==> src/rtl/core/sws_pkg.sv <==
`default_nettype none

package sws_pkg;

  // Index and sequence widths
  localparam int IDX_W      = 17;
  localparam int SEQ_W      = 16;
  localparam int ACK_W      = 32;
  localparam int CFG_DATA_W = 16;
  localparam int CFG_IDX_W  = 2;

  // At most this many send orders come out of one event
  localparam int MAX_OUT = 16;
  localparam int CNT_W   = $clog2(MAX_OUT + 1);

  // Register indexes on the configuration port
  localparam logic [CFG_IDX_W-1:0] REG_WINDOW_SIZE  = 2'd0;
  localparam logic [CFG_IDX_W-1:0] REG_PACKET_COUNT = 2'd1;
  localparam logic [CFG_IDX_W-1:0] REG_START_SEQ    = 2'd2;

  localparam logic [4:0] WINDOW_RESET = 5'd8;

  // Input operations
  localparam logic [1:0] OP_FILL    = 2'd0;
  localparam logic [1:0] OP_ACK     = 2'd1;
  localparam logic [1:0] OP_TIMEOUT = 2'd2;

  // Only this acknowledgement type marks packets
  localparam logic [1:0] ACK_TYPE_VALID = 2'd3;

  // Result kinds
  localparam logic [1:0] KIND_DATA   = 2'd0;
  localparam logic [1:0] KIND_END    = 2'd1;
  localparam logic [1:0] KIND_STATUS = 2'd2;

  typedef struct packed {
    logic [1:0]       operation;
    logic [1:0]       ack_type;
    logic [ACK_W-1:0] ack_sequence;
  } in_item_t;

  typedef struct packed {
    logic [1:0]       result_kind;
    logic [SEQ_W-1:0] packet_sequence;
    logic             is_retransmit;
    logic [IDX_W-1:0] window_base;
    logic             transfer_done;
    logic             last_of_run;
  } out_item_t;

  typedef struct packed {
    logic [4:0]  window_size;
    logic [15:0] data_packet_count;
    logic [13:0] start_sequence;
  } cfg_t;

  // One result from the sequencer toward the output register
  typedef struct packed {
    logic      valid;
    out_item_t item;
  } emit_t;

endpackage

`default_nettype wire

==> src/rtl/core/sws_cfg.sv <==
`default_nettype none

module sws_cfg #(
  parameter int WINDOW_MAX = 16
) (
  input  wire logic                             clk,
  input  wire logic                             rst,
  input  wire logic                             cfg_write,
  input  wire logic [sws_pkg::CFG_IDX_W-1:0]    cfg_index,
  input  wire logic [sws_pkg::CFG_DATA_W-1:0]   cfg_data,
  output sws_pkg::cfg_t                         cfg,
  output logic [$clog2(WINDOW_MAX+1)-1:0]       eff_window
);
  import sws_pkg::*;

  localparam int WIN_W = $clog2(WINDOW_MAX + 1);

  // Register writes
  always_ff @(posedge clk) begin
    if (rst) begin
      cfg.window_size       <= WINDOW_RESET;
      cfg.data_packet_count <= '0;
      cfg.start_sequence    <= '0;
    end else if (cfg_write) begin
      unique case (cfg_index)
        REG_WINDOW_SIZE:  cfg.window_size       <= cfg_data[4:0];
        REG_PACKET_COUNT: cfg.data_packet_count <= cfg_data[15:0];
        REG_START_SEQ:    cfg.start_sequence    <= cfg_data[13:0];
        default: ;
      endcase
    end
  end

  // Window clamped to 1..WINDOW_MAX
  always_comb begin
    if (cfg.window_size == 5'd0) begin
      eff_window = WIN_W'(1);
    end else if (32'(cfg.window_size) > WINDOW_MAX) begin
      eff_window = WIN_W'(WINDOW_MAX);
    end else begin
      eff_window = WIN_W'(cfg.window_size);
    end
  end

endmodule

`default_nettype wire

==> src/rtl/core/sws_seq.sv <==
`default_nettype none

module sws_seq #(
  parameter int WINDOW_MAX = 16
) (
  input  wire logic                              clk,
  input  wire logic                              rst,
  input  wire sws_pkg::cfg_t                     cfg,
  input  wire logic [$clog2(WINDOW_MAX+1)-1:0]   eff_window,
  input  wire logic                              in_valid,
  output logic                                   in_ready,
  input  wire sws_pkg::in_item_t                 in_data,
  output sws_pkg::emit_t                         emit,
  input  wire logic                              emit_ready
);
  import sws_pkg::*;

  typedef enum logic [5:0] {
    S_IDLE       = 6'b000001,
    S_WALK       = 6'b000010,
    S_FLUSH      = 6'b000100,
    S_SLIDE_DATA = 6'b001000,
    S_SLIDE_END  = 6'b010000,
    S_STATUS     = 6'b100000
  } state_t;

  state_t           state;
  logic [IDX_W-1:0] base_index;
  logic [IDX_W-1:0] next_index;
  logic [ACK_W-1:0] highest_ack;
  logic             end_acked;

  // Walk unit registers
  logic [IDX_W-1:0] cur;
  logic [IDX_W-1:0] stop;
  logic             retx;
  logic [CNT_W-1:0] cnt;
  out_item_t        held;
  logic             held_valid;

  logic [IDX_W-1:0] size;
  logic [IDX_W-1:0] end_idx;
  logic             done_flag;
  logic             accept;

  logic [IDX_W-1:0] fill_start;
  logic [IDX_W:0]   lim_raw;
  logic [IDX_W-1:0] fill_limit;
  logic [IDX_W-1:0] fill_next;
  logic [IDX_W-1:0] tmo_stop;

  logic             cur_acked;
  logic             walk_live;
  logic             cand;
  logic             stall;
  logic [IDX_W-1:0] cur_m1;
  out_item_t        cand_item;
  out_item_t        status_item;
  logic [ACK_W:0]   ha_p1;
  logic [IDX_W-1:0] slide_base;

  assign size      = {1'b0, cfg.data_packet_count} + IDX_W'(2);
  assign end_idx   = {1'b0, cfg.data_packet_count} + IDX_W'(1);
  assign done_flag = (base_index >= size);
  assign in_ready  = (state == S_IDLE);
  assign accept    = in_valid && in_ready;

  // Fill range: from max(next, base) up to min(base + window, size)
  always_comb begin
    fill_start = (next_index < base_index) ? base_index : next_index;
    lim_raw    = {1'b0, base_index} + (IDX_W+1)'(eff_window);
    fill_limit = (lim_raw > {1'b0, size}) ? size : lim_raw[IDX_W-1:0];
    fill_next  = (fill_start >= fill_limit) ? fill_start : fill_limit;
    tmo_stop   = (next_index < size) ? next_index : size;
  end

  // Acknowledged test for the index under the walk unit
  always_comb begin
    if (cur == '0) begin
      cur_acked = 1'b1;
    end else if (cur < end_idx) begin
      cur_acked = ({15'd0, cur} <= highest_ack);
    end else if (cur == end_idx) begin
      cur_acked = end_acked;
    end else begin
      cur_acked = 1'b1;
    end
  end

  assign walk_live = (cur < stop) && (cnt < CNT_W'(MAX_OUT));
  assign cand      = walk_live && !cur_acked;
  assign stall     = cand && held_valid && !emit_ready;
  assign cur_m1    = cur - IDX_W'(1);

  // Send order for the current index
  always_comb begin
    cand_item.result_kind     = (cur == end_idx) ? KIND_END : KIND_DATA;
    cand_item.packet_sequence = (cur == end_idx) ? {2'b00, cfg.start_sequence}
                                                 : cur_m1[SEQ_W-1:0];
    cand_item.is_retransmit   = retx;
    cand_item.window_base     = base_index;
    cand_item.transfer_done   = done_flag;
    cand_item.last_of_run     = 1'b0;
  end

  always_comb begin
    status_item.result_kind     = KIND_STATUS;
    status_item.packet_sequence = '0;
    status_item.is_retransmit   = 1'b0;
    status_item.window_base     = base_index;
    status_item.transfer_done   = done_flag;
    status_item.last_of_run     = 1'b1;
  end

  // Result toward the output register; the held order goes out once the
  // next one is found, or with last set when the walk ends
  always_comb begin
    emit.valid = 1'b0;
    emit.item  = held;
    unique case (state)
      S_WALK: begin
        emit.valid = cand && held_valid;
      end
      S_FLUSH: begin
        emit.valid            = held_valid;
        emit.item.last_of_run = 1'b1;
      end
      S_STATUS: begin
        emit.valid = 1'b1;
        emit.item  = status_item;
      end
      default: ;
    endcase
  end

  // Base slide over the cumulatively acknowledged data packets
  always_comb begin
    ha_p1      = {1'b0, highest_ack} + (ACK_W+1)'(1);
    slide_base = base_index;
    if ((base_index < end_idx) && ({15'd0, base_index} <= highest_ack)) begin
      slide_base = (ha_p1 < (ACK_W+1)'(end_idx)) ? ha_p1[IDX_W-1:0] : end_idx;
    end
  end

  // Sequencer
  always_ff @(posedge clk) begin
    if (rst) begin
      state       <= S_IDLE;
      base_index  <= IDX_W'(1);
      next_index  <= IDX_W'(1);
      highest_ack <= '0;
      end_acked   <= 1'b0;
      held_valid  <= 1'b0;
      cnt         <= '0;
    end else begin
      unique case (state)
        S_IDLE: begin
          if (accept) begin
            held_valid <= 1'b0;
            cnt        <= '0;
            if (in_data.operation == OP_FILL) begin
              cur        <= fill_start;
              stop       <= fill_limit;
              retx       <= 1'b0;
              next_index <= fill_next;
              state      <= S_WALK;
            end else if (in_data.operation == OP_TIMEOUT) begin
              cur   <= base_index;
              stop  <= tmo_stop;
              retx  <= 1'b1;
              state <= S_WALK;
            end else if (in_data.operation == OP_ACK) begin
              if (in_data.ack_type == ACK_TYPE_VALID) begin
                if (in_data.ack_sequence > highest_ack) begin
                  highest_ack <= in_data.ack_sequence;
                end
                if (in_data.ack_sequence == {18'd0, cfg.start_sequence}) begin
                  end_acked <= 1'b1;
                end
              end
              state <= S_SLIDE_DATA;
            end
          end
        end
        S_WALK: begin
          if (!walk_live) begin
            state <= held_valid ? S_FLUSH : S_IDLE;
          end else if (!stall) begin
            cur <= cur + IDX_W'(1);
            if (cand) begin
              held       <= cand_item;
              held_valid <= 1'b1;
              cnt        <= cnt + CNT_W'(1);
            end
          end
        end
        S_FLUSH: begin
          if (emit_ready) begin
            held_valid <= 1'b0;
            state      <= S_IDLE;
          end
        end
        S_SLIDE_DATA: begin
          base_index <= slide_base;
          state      <= S_SLIDE_END;
        end
        S_SLIDE_END: begin
          if ((base_index == end_idx) && end_acked) begin
            base_index <= base_index + IDX_W'(1);
          end
          state <= S_STATUS;
        end
        S_STATUS: begin
          if (emit_ready) begin
            state <= S_IDLE;
          end
        end
        default: state <= S_IDLE;
      endcase
    end
  end

endmodule

`default_nettype wire

==> src/rtl/core/sliding_window_sender.sv <==
// Sliding-window sender, go-back-N style.
// Configuration: cfg_write with cfg_index 0 (window size), 1 (data packet
// count) or 2 (start sequence) and cfg_data; write only while idle.
// Input channel (in_valid/in_ready/in_data): one event per transfer, either
// fill window, acknowledgement or timeout. in_ready is high only while the
// sequencer is idle; one event is worked at a time.
// Output channel (out_valid/out_ready/out_data): send orders and status
// items, the final item of each event marked by last_of_run.
// Fill and timeout: the walk unit visits one packet index per cycle while
// the output is not stalled, then flushes the last send order when there
// is one; each held send order passes to the output register once the
// next one is found, the last one after the walk ends.
// Acknowledgement: accept, data slide, end-packet slide, status, in that
// order; the status item is registered on the output.
// Sends come out at up to one per cycle. A stalled receiver holds the
// output register and the walk waits; nothing is dropped.
// Reset (rst, synchronous): base and next index 1, no acks, window 8.
`default_nettype none

module sliding_window_sender #(
  parameter int WINDOW_MAX = 16
) (
  input  wire logic                             clk,
  input  wire logic                             rst,
  input  wire logic                             cfg_write,
  input  wire logic [sws_pkg::CFG_IDX_W-1:0]    cfg_index,
  input  wire logic [sws_pkg::CFG_DATA_W-1:0]   cfg_data,
  input  wire logic                             in_valid,
  output logic                                  in_ready,
  input  wire sws_pkg::in_item_t                in_data,
  output logic                                  out_valid,
  input  wire logic                             out_ready,
  output sws_pkg::out_item_t                    out_data
);
  import sws_pkg::*;

  localparam int WIN_W = $clog2(WINDOW_MAX + 1);

  cfg_t             cfg;
  logic [WIN_W-1:0] eff_window;
  emit_t            emit;
  logic             emit_ready;

  sws_cfg #(
    .WINDOW_MAX (WINDOW_MAX)
  ) u_cfg (
    .clk        (clk),
    .rst        (rst),
    .cfg_write  (cfg_write),
    .cfg_index  (cfg_index),
    .cfg_data   (cfg_data),
    .cfg        (cfg),
    .eff_window (eff_window)
  );

  sws_seq #(
    .WINDOW_MAX (WINDOW_MAX)
  ) u_seq (
    .clk        (clk),
    .rst        (rst),
    .cfg        (cfg),
    .eff_window (eff_window),
    .in_valid   (in_valid),
    .in_ready   (in_ready),
    .in_data    (in_data),
    .emit       (emit),
    .emit_ready (emit_ready)
  );

  // Output register; refills in the cycle its transfer completes
  assign emit_ready = !out_valid || out_ready;

  always_ff @(posedge clk) begin
    if (rst) begin
      out_valid <= 1'b0;
    end else if (emit_ready) begin
      out_valid <= emit.valid;
    end
  end

  always_ff @(posedge clk) begin
    if (emit_ready && emit.valid) begin
      out_data <= emit.item;
    end
  end

endmodule

`default_nettype wire
==> config.mk <==
export PLATFORM = sky130hd
export DESIGN_NAME = sliding_window_sender
export DESIGN_NICKNAME = d
export VERILOG_FILES = /design/src/rtl/core/sws_pkg.sv /design/src/rtl/core/sws_cfg.sv /design/src/rtl/core/sws_seq.sv /design/src/rtl/core/sliding_window_sender.sv
export SDC_FILE = /design/constraint.sdc
export NUM_CORES = 1
export LEC_CHECK = 0
export ABC_CLOCK_PERIOD_IN_PS = 10600
export BUFFER_PORTS_ARGS = -buffer_cell sky130_fd_sc_hd__buf_2
export CAP_MARGIN = 40
export CORE_UTILIZATION = 38
export DETAILED_ROUTE_END_ITERATION = 7
export PLACE_DENSITY_LB_ADDON = 0.12
export REMOVE_ABC_BUFFERS = 1
export SYNTH_ARGS = -nofsm -noshare
export SYNTH_HDL_FRONTEND = slang
export SYNTH_SLANG_ARGS = --single-unit
==> constraint.sdc <==
create_clock -name clk -period 10.6 [get_ports clk]
set_clock_uncertainty 0.2 [all_clocks]
set_input_delay 3.18 -clock clk [delete_from_list [all_inputs] [get_ports clk]]
set_output_delay 3.18 -clock clk [all_outputs]
set_load 0.01 [all_outputs]
Word-level counts from Yosys, hierarchy flattened. Cells that the tools add are included.

Register bits after elaboration: 224. Bits of input ports: 59. Output and inout bits: 40. Logic and storage cells: 156.

Add/subtract/negate cells: 8. $lt $le $gt $ge: 14. Eq/ne operators: 25. Mux-type cells: 45. Bitwise logic cells: 4. Reductions and logical operators: 34.

Operators by type and width (number): 2-to-1 mux 17 bit (14); less-than comparator 17 bit (5); one-hot mux 17 bit (2 select lines) (2); less-or-equal comparator 17 x 32 -> 1 bit (2); 2-to-1 mux 6 bit (6); adder 17 x 1 -> 17 bit, second input constant (2); == test 17 bit (2); >= comparator 17 bit (2); adder 32 x 1 -> 33 bit, second input constant (1); less-than comparator 33 x 17 -> 1 bit (1); == test 32 x 14 -> 1 bit (1); > comparator 32 bit (1); 2-to-1 mux 5 bit (6); one-hot mux 6 bit (5 select lines) (1); adder 17 x 5 -> 18 bit (1); > comparator 18 x 17 -> 1 bit (1); 2-to-1 mux 18 bit (1); adder 16 x 1 -> 17 bit, second input constant (1); adder 16 x 2 -> 17 bit, second input constant (1); zero test 17 bit (1); subtractor 16 x 1 -> 16 bit, second input constant (1); 2-to-1 mux 14 bit (1); AND reduction 7 bit (2); AND reduction 6 bit (2); 32 further kinds (72).

Depth between registers and ports, before layout. Gate-level depths: netlist of the first run.

Depth in word-level cells: 12. Gate-level depth with buffers: 32. Gate-level depth less buffers: 29.

By module. Synthesis of the first run repeated with hierarchy kept, for this count alone.

Cells, all modules: 1953. Area, all modules: 17727.0 µm².

Modules (own cells, without submodules): sws_seq (instances 1, cells each 1767, area an instance 15041.9 µm², sequential area each 3713.6 µm²); sws_cfg (instances 1, cells each 143, area an instance 1488.9 µm², sequential area each 700.7 µm²); sliding_window_sender (instances 1, cells each 43, area an instance 1196.1 µm², sequential area each 1161.1 µm²).

Worst setup path before layout of the first run. Ideal clock, no wire load.

Path kind: reg-to-reg. Start point: reg, netlist name u_cfg.cfg[17]. End point: reg out_data[0] (netlist name) (enable). Setup time: 496 ps. Data arrival time: 6536 ps. Data required time: 9904 ps. Slack: 3368 ps. Cell stages (with the launch flop): 16. Path buffers: 2. Period minus slack after synthesis: 7232 ps. Path through: dfxtp_1 clkbuf_1 and4_1 and2_1 and3_1 clkbuf_1 nand2_1 xor2_1 ha_1 a21o_1 a21o_1 a221o_1 or3_1 o41a_1 or2_2 a221oi_1.

Cells in the longest elaborated chain, start to end: 10. Elaborated cells between the ends (all ways): 11. Classes of those cells: add/sub: 1; order compare: 1; eq/ne: 1; mux: 4; reduce/logical: 4.

Ends and longest elaborated chain: adder 16 x 1 -> 17 bit * (RTL line sws_seq.sv:63) `assign end_idx = {1'b0, cfg.data_packet_count} + IDX_W'(1);`; branches (longest 2 deep; another with less-than comparator 17 bit); 2-to-1 mux 1 bit * (RTL line sws_seq.sv:81) `end else if (cur < end_idx) begin`; 2-to-1 mux 1 bit * (RTL line sws_seq.sv:79) `if (cur == '0) begin`; zero test 1 bit * (RTL line sws_seq.sv:91) `assign cand = walk_live && !cur_acked;`; logical AND 1 bit * (RTL line sws_seq.sv:91); logical AND 1 bit * (RTL line sws_seq.sv:122) `emit.valid = cand && held_valid;`; one-hot mux 1 bit (3 select lines) * (RTL line sws_seq.sv:120) `unique case (state)`; logical AND 1 bit * (RTL line sliding_window_sender.sv:82) `if (emit_ready && emit.valid) begin`; end signal: assignment (RTL line sliding_window_sender.sv:83) `out_data <= emit.item;`; end: declaration (RTL line sliding_window_sender.sv:33) `output sws_pkg::out_item_t out_data`.

Mark *: on every way between the ends. A chain may end at the register's enable or synchronous reset.

Worst setup path in the final report of the first run.
Start point: reg u_seq.base_index[1]. End point: reg u_seq.next_index[11].

Cells in the longest elaborated chain, start to end: 5. Elaborated cells between the ends (all ways): 7. Classes of those cells: add/sub: 1; order compare: 3; mux: 3.

Ends and longest elaborated chain: start: declaration (RTL line sws_seq.sv:28) `logic [IDX_W-1:0] base_index;`; start signal: assignment (RTL line sws_seq.sv:204) `base_index <= slide_base;`; start signal: assignment (RTL line sws_seq.sv:209) `base_index <= base_index + IDX_W'(1);`; adder 17 x 5 -> 18 bit (RTL line sws_seq.sv:71) `lim_raw = {1'b0, base_index} + (IDX_W+1)'(eff_window);`; > comparator 18 x 17 -> 1 bit (RTL line sws_seq.sv:72) `fill_limit = (lim_raw > {1'b0, size}) ? size : lim_raw[IDX_W-1:0];`; 2-to-1 mux 17 bit (RTL line sws_seq.sv:72); >= comparator 17 bit (RTL line sws_seq.sv:73) `fill_next = (fill_start >= fill_limit) ? fill_start : fill_limit;`; 2-to-1 mux 17 bit * (RTL line sws_seq.sv:73); end signal: assignment (RTL line sws_seq.sv:165) `next_index <= fill_next;`; end: declaration (RTL line sws_seq.sv:29) `logic [IDX_W-1:0] next_index;`.

Every way passes the cells marked *; elsewhere a longest branch is shown, timed or not.

==> out/results.md, run 1 <==
- **clock-pin slew on the worst setup and hold paths** 70 ps
- **Critical Path Source Type** flop
- **CTS Buffer Depth** 3
- **overall die area** 46600 um2
- **number of register bits inferred by synthesis** 224
- **Leakage Power** 0.00795 uW
- **CP Data Required Time** 10810 ps
- **quantity of I/O buffers inserted on ports** 98
- **# rows** 78
- **TritonCTS clock tree** built
- **arrival time reported for the critical path endpoint** 7410 ps
- **area of all placed cells without fillers** 19700 um2
- **result of the run** finished, final reports clean
- **count of endpoints failing hold in the final timing report** 0
- **number of top-level design ports** 99
- **setup repair after global routing missed its margin** no
- **Worst VDD drop** 0.0934 mV
- **R2R Setup Slk** 3400 ps
- **power density normalized to cell area** 130 nW/um2
- **instance count of the mapped netlist** 1992
- **Setup TNS Final** 0 ps
- **mean post-synth cell area** 8.73 um2
- **post-cts repair resize count** 0
- **Initial Utilization** 38.4%
- **number of clock sinks** 224
- **total number of H-tree levels** 1
- **FMAX** 0.139 GHz
- **number of antenna violations at the first check in global routing** 1
- **final setup violating endpoints** 0
- **overall routing resource usage** 26.5%
- **max-slew violation total from the final report** 0
- **start point of the worst min-delay path** u_seq.retx
- **number of cells on the worst reg-to-reg path** 24
- **antenna fix cells** 0
- **number of instances on the worst hold path** 0
- **NumNets Final** 2355
- **peak fanout along the critical path** 30
- **part of the cycle the worst path needs** 67.9%
- **clk root buf** clkbuf_16
- **# Post-CTS Setup Buffers** 0
- **count of max-cap constraint violations** 0
- **Horiz. Die Dim** 216 um
- **synthesized area** 17400 um2
- **placed wire-length estimate** 47.5 mm
- **cell type with the largest total area after synthesis** edfxtp_1
- **Async S/R FF share, synth** 0%
- **Rel. slew slack** 40.4%
- **share of post-route cells with drive strength above 1** 9.83%
- **post-cts hold buffer count** 0
- **antenna-violating nets left** 0
- **fraction of the yosys area taken by sequential cells** 32.1%
- **top post-synthesis cells by area** edfxtp_1 19%, ha_1 17%, dfxtp_1 13%
- **Primary FF master, synth** dfxtp_1
- **endpoint of the worst-slack reg-to-reg timing path** u_seq.next_index[11]
- **type of the most critical hold path** flop to flop
- **fin crit period** 7200 ps
- **Area Overhead vs Synth** 13.0%
- **number of synthesized flops with an enable pin** 109
- **total vias in the final route** 15.5k
- **terminating pin of the worst hold path** u_seq.held[19]
- **Inserted Clock Buffers** 28
- **clock network latency to the later pin of the worst-skew pair** 580 ps
- **Unique masters post-synth** 73
- **floorplan core area** 45300 um2
- **vias per std cell** 5.78
- **die height** 216 um
- **transition time at the pin with the least slew margin** 891 ps
- **CP Class** flop to flop
- **wire length of the first global-routing pass** 93.9 mm
- **share of Yosys cell area claimed by the top area cell type** 18.8%
- **average routed wire per standard cell** 23.3 um
- **Setup crit end kind** flop
- **count of warnings emitted by yosys** 0
- **via count of the first global-routing pass** 14.8k
- **pin count of the biggest net entering global routing** 95
- **Residual DRC** 0
- **Starting DRT DRC Count** 1348
- **placer's final routability congestion estimate** 0.922
- **Pre-antenna DRT Iters** 5
- **post-place instance area** 18600 um2
- **source of the worst register-to-register timing path** u_seq.base_index[1]
- **WL final** 62.7 mm
- **remaining global-route overflow** 0
==> routing by layer <==
metal,vias up,track usage [%],wire [um]
li1,7409,-,-
met1,7531,37.0,29100
met2,491,42.3,28000
met3,102,4.47,4230
met4,0,6.57,1420
met5,-,0,0
==> kinds of logic (layout without fill, tap and decap cells) <==
kind of cell / after synthesis / after routing / synth area share (%)
AO/OA/AOI/OAI: 438 / 438 / 15.8
flip-flops: 224 / 224 / 32.1
XOR/XNOR: 97 / 97 / 4.88
AND/OR/NAND/NOR: 686 / 686 / 20.2
multiplexers: 94 / 94 / 5.44
adder cells (fa/ha/maj): 232 / 232 / 16.7
buffers and inverters: 221 / 315 / 4.85
==> how the worst max path moves through the flow <==
stage,cells after the start,startpoint,to
after global routing,24,u_seq.base_index[1],u_seq.next_index[11]
after floorplan,15,u_cfg.cfg[17],out_data[0]
final,24,u_seq.base_index[1],u_seq.next_index[11]
after detailed placement,24,u_seq.base_index[1],u_seq.next_index[11]
after global placement,24,u_seq.base_index[1],u_seq.next_index[10]
after CTS,24,u_seq.base_index[1],u_seq.next_index[11]
==> where the power goes <==
group	internal (uW)	switching (uW)	leakage (uW)
Clock	646	431	0.000502
Combinational	196	308	0.00553
Sequential	926	38.6	0.00192
==> critical path, stage by stage (launching register included) <==
cell,delay [ps]
dfxtp_1,770
inv_1,230
fa_1,510
nor2b_1,120
o21ai_0,100
a21oi_1,430
o21a_1,270
nand2_1,100
xnor2_1,160
ha_1,320
o21ai_0,320
nor3_1,110
a211oi_1,300
a21boi_2,80
buf_4,240
o21ai_0,360
ha_1,320
nor2b_1,140
o21a_1,170
o21a_1,160
o211ai_1,200
a2111oi_0,150
o32ai_1,360
nand2b_1,710
o221ai_1,210
==> registers in the layout (all words and copies together) (netlist names) <==
name,cells
u_seq.cnt,5
out_valid,1
u_seq.stop,17
u_seq.cur,17
u_seq.base_index,17
u_seq.state,6
u_cfg.cfg,35
u_seq.held,36
u_seq.held_valid,1
u_seq.retx,1
u_seq.highest_ack,32
u_seq.end_acked,1
u_seq.next_index,17
out_data,38
==> cells in the final DEF, fill, tap and decap left out, drive strengths merged, types with 90 or more instances in the layout <==
cell | netlist | routed
ha | 231 | 231
nand2 | 179 | 179
dfxtp | 115 | 115
nor2 | 126 | 126
inv | 127 | 130
o21ai | 120 | 120
mux2i | 90 | 90
a21oi | 127 | 127
buf | 12 | 136
edfxtp | 109 | 109
==> Yosys cell counts (8+ instances only) <==
| cell type | count |
|---|---|
| nor2_1 | 126 |
| o22ai_1 | 16 |
| xnor2_1 | 67 |
| nand2_1 | 179 |
| ha_1 | 231 |
| a211oi_1 | 12 |
| mux2i_1 | 90 |
| dfxtp_1 | 115 |
| inv_1 | 127 |
| o211ai_1 | 17 |
| o21a_1 | 11 |
| and3_1 | 14 |
| edfxtp_1 | 109 |
| nor3_1 | 43 |
| nand3b_1 | 23 |
| a21oi_1 | 127 |
| nand2b_1 | 76 |
| nor4_1 | 26 |
| nand4_1 | 58 |
| clkbuf_1 | 82 |
| nand3_1 | 52 |
| and2_1 | 25 |
| o21ai_0 | 118 |
| nor2b_1 | 19 |
| xor2_1 | 30 |
| o221ai_1 | 18 |
| a21o_1 | 38 |
| or3_1 | 8 |
| and4_1 | 8 |
| a31oi_1 | 26 |
==> area by class of cell <==
type	instances	area, um2
Fill cell	4531	25600
Sequential cell	224	5580
Clock buffer	36	820
Multi-Input combinational cell	1547	11000
Tap cell	600	751
Inverter	127	477
Timing Repair Buffer	136	803
Clock inverter	16	204
==> metrics by stage <==
stage	std cells	utilization (%)	power (uW)	setup slack [ps]	hold WS [ps]
finish	2686	43.4	2550	3400	220
global route	2686	43.4	2650	2980	237
CTS	2686	43.4	2560	3570	223
detailed placement	2634	41.1	1480	3590	208
global placement	2630	41.0	1470	3830	204
floorplan	1898	-	1300	3100	200
Note: power is estimated with default switching activity, not from simulation.
==> run 2, diff against run 1 <==
- ABC_AREA: default -> 1
- ABC_CLOCK_PERIOD_IN_PS: 10600 -> 7400
- clock period: 10.6 -> 7.4 ns (I/O delays scaled with it)
==> run 2 against run 1 <==
  * Via count up 18%
  * Sequential share of layout area down 1.4 points
  * Wire length up 15%
  * Sequential power up 78%
  * Clock-buffer cell count down 2
  * Die area up 5.2%
  * Synthesized area up 5.2%
  * Largest power group is now combinational cells
  * Design area up 5.0%
  * Non-clock buffer count up 18
  * Global-route usage up 2.5 points
  * Hold slack worse by 2.7 ps
  * Worst setup slack worse by 2600 ps
==> out/results.md, run 2 <==
- **result of the run** finished, final reports clean
- **clock network latency to the later pin of the worst-skew pair** 600 ps, +20 ps
- **part of the cycle the worst path needs** 89.2%, +21 points
- **Worst VDD drop** 0.578 mV, +520%
- **switching power total** 3900 uW, +400%
- **number of clock sinks** 224, unchanged
- **post-cts hold buffer count** 0, unchanged
- **floorplan core area** 47600 um2, +5.2%
- **Starting DRT DRC Count** 1477, +9.6%
- **Largest register FFs** 38, unchanged
- **fraction of the yosys area taken by sequential cells** 30.5%, -1.6 points
- **overall routing resource usage** 28.9%, +2.5 points
- **count of warnings emitted by yosys** 0, unchanged
- **Critical Path Source Type** flop
- **antenna-violating nets left** 0, unchanged
- **mean post-synth cell area** 6.96 um2, -20%
- **share of post-route cells with drive strength above 1** 8.36%, -1.5 points
- **Internal Power** 3700 uW, +110%
- **type of the most critical hold path** flop to flop
- **antenna fix cells** 0, unchanged
- **synthesized area** 18300 um2, +5.2%
- **clock-pin slew on the worst setup and hold paths** 70 ps, about the same
- **power density normalized to cell area** 368 nW/um2, +180%
- **Critical Path Slowest Stage Cell** a21oi_1
- **termination of the worst setup path** u_seq.next_index[2]
- **Setup TNS Final** 0 ps, unchanged
- **Horiz. Die Dim** 221 um, +2.5%
- **portion of total power attributed to combinational logic** 59.5%, +40 points
- **remaining global-route overflow** 0, unchanged
- **fin crit period** 6600 ps, -595 ps
- **quantity of I/O buffers inserted on ports** 98, unchanged
- **total vias in the final route** 18.3k, +18%
- **CP Data Required Time** 7720 ps, -3090 ps
- **leading cell type in the layout, fill and taps excluded** nand2_1
- **cell type with the largest total area after synthesis** edfxtp_1
- **pin count of the biggest net entering global routing** 50, -47%
- **count of endpoints failing hold in the final timing report** 0, unchanged
- **instance count of the mapped netlist** 2629, +32%
- **Leakage Power** 0.00968 uW, +22%
- **library cell with the highest instance count after synthesis** nand2_1
- **clk root buf** clkbuf_16
- **delay contributed by the slowest stage of the critical path** 460 ps, -310 ps
- **Unique masters post-synth** 48, -34%
- **R2R Setup Slk** 800 ps, -2600 ps
- **NumNets Final** 3031, +29%
- **commonest cells after routing, fill and taps aside** 585 x nand2_1, 347 x inv_1, 303 x nor2_1, 231 x ha_1, 219 x a21oi_1
- **Core Util, Final** 43.3%, -0.083 points
- **total number of H-tree levels** 1, unchanged
- **Most flops, register** out_data
- **number of synthesized flops with an enable pin** 109, unchanged
- **clock network fraction of design power** 17.9%, -24 points
- **endpoint of the worst-slack reg-to-reg timing path** u_seq.next_index[2]
- **fill count** 5105, +13%
- **placer's final routability congestion estimate** 0.974, +5.6%
- **number of register bits inferred by synthesis** 224, unchanged
- **Critical path buffers and inverters** 5, +3
- **final critical-path setup slack** 796 ps, -2600 ps
- **cell depth of the worst setup path** 39, +63%
- **most numerous cell types in the synthesized netlist** 585 x nand2_1, 348 x inv_1, 304 x nor2_1
- **Primary FF master, synth** dfxtp_1
- **count of max-cap constraint violations** 0, unchanged
- **number of antenna violations at the first check in global routing** 0, -1
- **arrival time reported for the critical path endpoint** 6930 ps, -480 ps
- **biggest registers after layout** out_data x38, u_seq.held x36, u_cfg.cfg x35
- **setup repair after global routing missed its margin** no
- **source of the worst register-to-register timing path** u_cfg.cfg[32]
- **die height** 221 um, +2.5%
- **family with the most delay on the worst path** simple AND/OR/NAND/NOR gates
- **transition time at the pin with the least slew margin** 941 ps, +50.6 ps
- **Pre-antenna DRT Iters** 5, unchanged
- **peak fanout along the critical path** 18, -40%
- **overall die area** 49000 um2, +5.2%
- **Power, Total** 7600 uW, +200%
- **average routed wire per standard cell** 21.3 um, -8.8%
- **max-slew violation total from the final report** 0, unchanged
- **sequential fraction of design power** 22.7%, -15 points
- **Rel. slew slack** 36.4%, -4.1 points
- **Residual DRC** 0, unchanged
- **wire length of the first global-routing pass** 107 mm, +14%
- **number of cells on the worst reg-to-reg path** 39, +63%
- **Worst setup startpoint** u_cfg.cfg[32]
- **CP Class** flop to flop
- **share of Yosys cell area claimed by the top area cell type** 17.9%, -0.93 points
- **Initial Utilization** 38.4%, about the same
- **post-cts repair resize count** 0, unchanged
- **placed wire-length estimate** 56.4 mm, +19%
- **top post-synthesis cells by area** edfxtp_1 18%, ha_1 16%, dfxtp_1 13%
- **TritonCTS clock tree** built
- **Setup crit end kind** flop
- **CP most frequent cell** nand2_1
- **via count of the first global-routing pass** 17.4k, +17%
- **final setup violating endpoints** 0, unchanged
- **number of top-level design ports** 99, unchanged
- **share of total power consumed by net switching** 51.3%, +21 points
- **Inserted Clock Buffers** 28, unchanged
- **Area Overhead vs Synth** 12.8%
- **worst setup slack before clock tree synthesis** 875 ps, -2720 ps
- **WL final** 71.8 mm, +15%
- **CTS Buffer Depth** 3, unchanged
- **# Post-CTS Setup Buffers** 0, unchanged
- **# rows** 80, +2.6%
- **vias per std cell** 5.42, -6.3%
- **FMAX** 0.151 GHz, +9.0%
- **Async S/R FF share, synth** 0%, unchanged
[run 2: cell count changes after synthesis, moves of 90 or more]
cell     previous run  this run
a21oi_1           127       220
nor2_1            126       304
nand2_1           179       585
inv_1             127       348
o21ai_0           118       208
mux2i_1            90         0
nand3_1            52       165
[run 2: how the worst min path moves through the flow]
stage | from | endpoint | slack [ps] | depth (start not counted)
floorplan | u_seq.retx | u_seq.held[19] | 200 | 0
finish | u_seq.retx | u_seq.held[19] | 220 | 0
global placement | u_seq.retx | u_seq.held[19] | 200 | 0
global route | u_seq.retx | u_seq.held[19] | 230 | 0
detailed placement | u_seq.retx | u_seq.held[19] | 210 | 0
CTS | u_seq.retx | u_seq.held[19] | 220 | 0
[run 2: per-layer routing]
metal	vias up	GRT usage [%]	wire, um
met1	8604	39.9	32800
met3	107	3.39	4490
li1	8995	-	-
met5	-	0	0
met2	587	47.9	32700
met4	0	7.37	1830
[run 2: logic make-up after synthesis]
logic type	count (synthesis)	synth area share (%)
xor gates and xnor gates	59	2.82
and+or+nand+nor	1199	27.8
AOI/OAI and AO/OA	489	14.2
DFF	224	30.5
adders and majority gates	232	15.9
buffers and inverters	426	8.84
[run 2: cell type report]
type | count | area (um2) | share of cell area (%)
Timing Repair Buffer | 154 | 916 | 4.44
Tap cell | 615 | 769 | 3.73
Sequential cell | 224 | 5580 | 27.0
Multi-Input combinational cell | 1979 | 11200 | 54.1
Inverter | 353 | 1330 | 6.42
Clock inverter | 18 | 161 | 0.782
Clock buffer | 34 | 733 | 3.55
[run 2: power groups by stage]
stage               Combinational [uW]  Clock, uW  Sequential [uW]
floorplan                         2310          0             1620
global placement                  4460          0             1740
detailed placement                4470          0             1740
CTS                               4480       1390             1710
global route                      4980       1430             1730
finish                            4520       1360             1720
[run 2: per-stage QoR]
step                      cell area (um2)  hold WS [ps]  instances
final                               20600           217       3377
after global routing                20600           228       3377
after CTS                           20600           220       3377
after detailed placement            19700           213       3325
after global placement              19700           204       3322
after floorplan                     18000           200       2556
